**src/hw/rtl/plti_pkg.sv**
```systemverilog
// shared types and constants of the piecewise linear table lookup
package plti_pkg;

  localparam int MAX_ENTRIES_DEF = 64;
  localparam int SIZE_W  = 7;
  localparam int INDEX_W = 6;
  localparam int DATA_W  = 32;
  localparam int FRAC_W  = 17;

  localparam logic REQ_WRITE  = 1'b0;
  localparam logic REQ_LOOKUP = 1'b1;

  typedef enum logic [2:0] {
    KIND_WRITE  = 3'd0,
    KIND_INTERP = 3'd1,
    KIND_LOW    = 3'd2,
    KIND_HIGH   = 3'd3,
    KIND_ZERO   = 3'd4
  } kind_t;

  typedef struct packed {
    logic               req_type;
    logic [INDEX_W-1:0] entry_index;
    logic [DATA_W-1:0]  breakpoint_in;
    logic [DATA_W-1:0]  entry_value;
    logic [DATA_W-1:0]  query_point;
  } req_t;

endpackage

```
**src/hw/rtl/plti_front.sv**
```systemverilog
// request intake and two-entry queue toward the execution unit
module plti_front (
  input  logic           clk,
  input  logic           rst,
  input  logic           start,
  output logic           busy,
  input  plti_pkg::req_t req_in,
  output logic           head_valid,
  output plti_pkg::req_t head,
  input  logic           head_take
);

  plti_pkg::req_t slots [2];
  logic       wr_ptr;
  logic       rd_ptr;
  logic [1:0] count;
  logic       push;
  logic       pop;

  assign busy       = (count == 2'd2);
  assign head_valid = (count != 2'd0);
  assign head       = slots[rd_ptr];
  assign push       = start && !busy;
  assign pop        = head_valid && head_take;

  always_ff @(posedge clk) begin
    if (push) begin
      slots[wr_ptr] <= req_in;
    end
  end

  always_ff @(posedge clk) begin
    if (rst) begin
      wr_ptr <= 1'b0;
      rd_ptr <= 1'b0;
      count  <= 2'd0;
    end else begin
      if (push) wr_ptr <= !wr_ptr;
      if (pop)  rd_ptr <= !rd_ptr;
      count <= count + 2'(push) - 2'(pop);
    end
  end

  a_no_overflow: assert property (@(posedge clk) disable iff (rst)
    count == 2'd2 |=> count != 2'd0 || $past(pop))
    else $error("queue drained without a pop");
  a_count_range: assert property (@(posedge clk) disable iff (rst) count != 2'd3)
    else $error("queue count out of range");
  a_pop_needs_data: assert property (@(posedge clk) disable iff (rst)
    pop |-> count != 2'd0)
    else $error("pop from empty queue");

endmodule

```
**config.mk**
```make
export PLATFORM = sky130hd
export DESIGN_NAME = plti_front
export DESIGN_NICKNAME = d
export VERILOG_FILES = /design/src/hw/rtl/plti_pkg.sv /design/src/hw/rtl/plti_front.sv
export SDC_FILE = /design/constraint.sdc
export NUM_CORES = 1
export LEC_CHECK = 0
export CAP_MARGIN = 25
export CORE_ASPECT_RATIO = 0.75
export CORE_MARGIN = 1
export CORE_UTILIZATION = 40
export DETAILED_ROUTE_END_ITERATION = 16
export DONT_BUFFER_PORTS = 1
export HOLD_SLACK_MARGIN = 0.06
export PLACE_DENSITY = 0.6
export SYNTH_ARGS = -nofsm -noshare
export SYNTH_HDL_FRONTEND = slang
export SYNTH_SLANG_ARGS = --single-unit
```
**constraint.sdc**
```tcl
create_clock -name clk -period 5.6 [get_ports clk]
set_input_delay 0.28 -clock clk [delete_from_list [all_inputs] [get_ports clk]]
set_output_delay 0.28 -clock clk [all_outputs]
set_load 0.02 [all_outputs]
```
# Yosys cells after proc, flatten, opt, wreduce, memory -nomap -nowiden
# Memory sizes are Yosys's and may differ from the RTL's. A register that Yosys moved wholly into a read port is not among the register bits.
# Cells that the tools add are included.
# word_totals
reg_bits	4
latchBits	0
mem_bits_rw	206
romBits	0
in_bits	107
out_inout_bits	105
elab_cells	17
memories	1
# op_classes
n_addsub	2
n_mul	0
div	0
n_lt_le_gt_ge	0
n_eq_ne	1
n_shift	0
mux	4
bitwise_logic	0
reduce_logical	6
# memory_table
name	depth	word_bits	read_ports	rd_ports_with_merged_regs	wr	line_no	text
slots	2	103	1	1	1	plti_front.sv:13	plti_pkg::req_t slots [2];
# op_table
op	n
$mux W1	4
$logic_not A1 Y1	3
$add A2 B1 Y2	1
$eq A2 B2 Y1 const B	1
$logic_and A1 B1 Y1	2
$reduce_bool A2 Y1	1
$sub A2 B1 Y2	1

# Logic depth before layout (Yosys ltp)
# depth
word_depth	5
ltp_mapped	8
ltp_nobuf	8

# Least setup slack after synthesis
# OpenSTA, ideal clock, no wires.
# synth_path
path_type	register to register
start	reg count[0]
end	mem slots[0][0] (netlist name) (enable)
t_arrival_ps	2926
t_required_ps	5144
slack_ps	2217
path_stages_with_launch	5
period_less_slack_ps	3383
cell_sequence	dfxtp_1 -> nand2b_2 -> inv_1 -> or3_1 -> inv_1
# synth_via
elab_chain_cells	5
# synth_rtl
item	line_no	text
from (decl)	plti_front.sv:16	logic [1:0] count;
from (signal assigned)	plti_front.sv:40	count <= count + 2'(push) - 2'(pop);
$eq A2 B2 Y1	plti_front.sv:20	assign busy = (count == 2'd2);
via busy	plti_front.sv:6	output logic busy,
$logic_not A1 Y1	plti_front.sv:23	assign push = start && !busy;
$logic_and A1 B1 Y1	plti_front.sv:23	
$mux W1	plti_front.sv:27	if (push) begin
$mux W1 (implied by the code)	plti_front.sv:28	slots[wr_ptr] <= req_in;
to (decl)	plti_front.sv:13	
# The timed path passes the listed nets, and every way through them passes these cells.

==> flow_summary.yaml <==
sta:
  fin_setup_tns_ns: 0
  period_share_pct: 49.82
  final_max_slew_viol_count: 0
  max_freq_mhz: 358.5
  period_minus_slack_ns: 2.790
  clock_skew_ns: 0.008798
  rsz0062_at_grt: "no"
  relSlewSlack_pct: 49.57
  hold_viol: 0
  finalSetupViolCount: 0
  worst_pin_slew_ns: 0.7565
  setup_ws_ns: 2.810
pwr:
  power_density_mw_per_mm2: 436.4
  leakage_nw: 3.153
  ir_drop_mv: 0.2320
drt:
  drtIter0Drc: 191
  remaining_drc_errors: 0
  drtAntennaViolNets: 0
  via_per_inst: 4.903
  wl_per_cell_um: 18.89
  num_vias: 3540
  drtPass1Iterations: 4
  routed_wl_um: 13640
global_route:
  antenna_found_initial: 1
  overflow: 0
  grt_max_degree: 58
  grt_pass1_vias: 3657
  grt_pass1_wl_um: 20250
  grtUsageTotal_pct: 13.44
synthesis:
  yosys.area.top_type_share_pct: 80.55
  synth_area_mm2: 0.007680
  seq_area_frac_synth_pct: 81.85
  postSynthAreaPerCell_um2: 22.20
  synth_cell_types: 20
  ys_warn_count: 0
  synth_common_cells: "edfxtp_1 (206), mux2_2 (103), buf_6 (7)"
  synth_area_leaders: "edfxtp_1 (81%), mux2_2 (15%), dfxtp_1 (1.3%), buf_6 (1.0%), ha_1 (0.33%)"
  synth_flop_cell: "edfxtp_1"
  netlist_instances: 346
  ys_ff_latch: 211
  async_flop_share_pct: 0
  synth_area_leader_cell: "edfxtp_1"
  synth_edf_count: 206
  syn-num-nets: 455
  synth.most_common_cell: "edfxtp_1"
clock_network:
  clk_latency_ns: 0.48
  clockRootBuffer: "clkbuf_16"
  numCtsBuffers: 21
  cts_setup_buffers: 0
  cts_tree: "yes"
  cts_sinks: 211
  htreeDepth: 1
  cts_max_path_buffers: 3
  clk_pin_slew_ns: 0.06
die:
  die_y_um: 122
  dieWidth_um: 162
  rows: 43
  die_area_mm2: 0.01976
  core_mm2: 0.01867
  top_level_ports: 212
  start_util_pct: 41.14
finish:
  drive_gt1_share_pct: 28.27
  fin_area_mm2: 0.009538
  nNetsFinal: 574
  fill_cells: 1480
  area_growth_pct: 24.19
place:
  hpwl_um: 8427
  pre_cts_ws_ns: 2.878
  placedInstanceArea_mm2: 0.007921
  routabilityCongestion: 0.7138
  portBuffers: 0
setup_path:
  criticalPathCategory: "reg -> out"
  cp_max_fo: 57
  worst_setup_path_start_kind: "flop"
  worstPathArrival_ns: 2.51
  end_kind: "output port"
  crit_required_ns: 5.32
run_status:
  status: "complete, no violations"
min_path:
  hold_class: "in -> reg"
job:
  cap_violations: 0
sequential cells by signal (all words and copies together) (netlist names), named ones only:
register  count
count         2
wr_ptr        1
slots       206
rd_ptr        1
worst paths after layout:
kind,start,endpoint,slack [ns],depth (start not counted)
hold reg to reg,wr_ptr,wr_ptr,0.51,2
setup / recovery,flop,head[1],2.81,2
hold / removal,start,wr_ptr,0.12,3
setup reg to reg,count[0],slots[0][86],2.94,5
layer usage:
metal  track usage (%)  vias up  share of wire (%)
li1                  -     1603                  -
met1             16.87     1747                 41
met2             21.35      168                 46
met3             5.652       22                 11
met4             3.774        0                2.1
met5                 0        -                  0
cells by family after synthesis:
family | count (synthesis) | synth area share (%)
simple gates | 9 | 0.6356
buf+inv | 15 | 1.515
mux | 103 | 15.10
fa+ha+maj | 2 | 0.3258
flops | 211 | 81.85
xor+xnor | 3 | 0.3422
compound gates | 3 | 0.2280
power by group:
part	internal, mW	total, mW	switching, mW
clock network	0.679	1.19	0.514
logic	0.325	0.924	0.599
registers	1.96	2.05	0.0843
total	2.97	4.16	1.20
area by class of cell:
cell class	count	area, um^2	area share, %
multi-input combinational	120	1282	13.45
antenna	1	2.502	0.02624
sequential	211	6290	65.95
timing repair buffer	107	1064	11.15
clock buffer	25	540.5	5.667
inverter	4	17.52	0.1837
tap	247	309.0	3.240
clock inverter	7	32.53	0.3411
cells in the final DEF (no fill, tap or decap), types with 2 or more instances in the layout:
cell and instances:
edfxtp_1 206, dlygate4sd3_1 104, mux2_2 103, clkbuf_16 21
clkinv_1 5, clkbuf_1 4, dfxtp_1 4, inv_1 3
nor2_1 3, buf_4 3, xnor2_1 2, ha_1 2
stage by stage:
stage               hold slack, ns  power [mW]  utilization, %  std cells
global route                0.1507       4.324           51.09        722
global placement            0.3494       2.932           42.43        585
detailed placement          0.3484       2.946           42.43        585
finish                      0.1197       4.162           51.09        722
CTS                        0.07722       4.219           51.08        721
floorplan                   0.3491       2.842               -        346
repair_timing:
item                                    4_1_cts  5_1_grt
gates resized for setup                       0        0
hold buffers                                104        0
endpoints found under the setup margin        0        0
hold endpoints to repair                    211        0
critical path, stage by stage, from the launching register on:
cell and delay [ns]:
dfxtp_4 0.75, buf_4 0.69, mux2_2 0.49
Power figures use the tool's default switching activity.
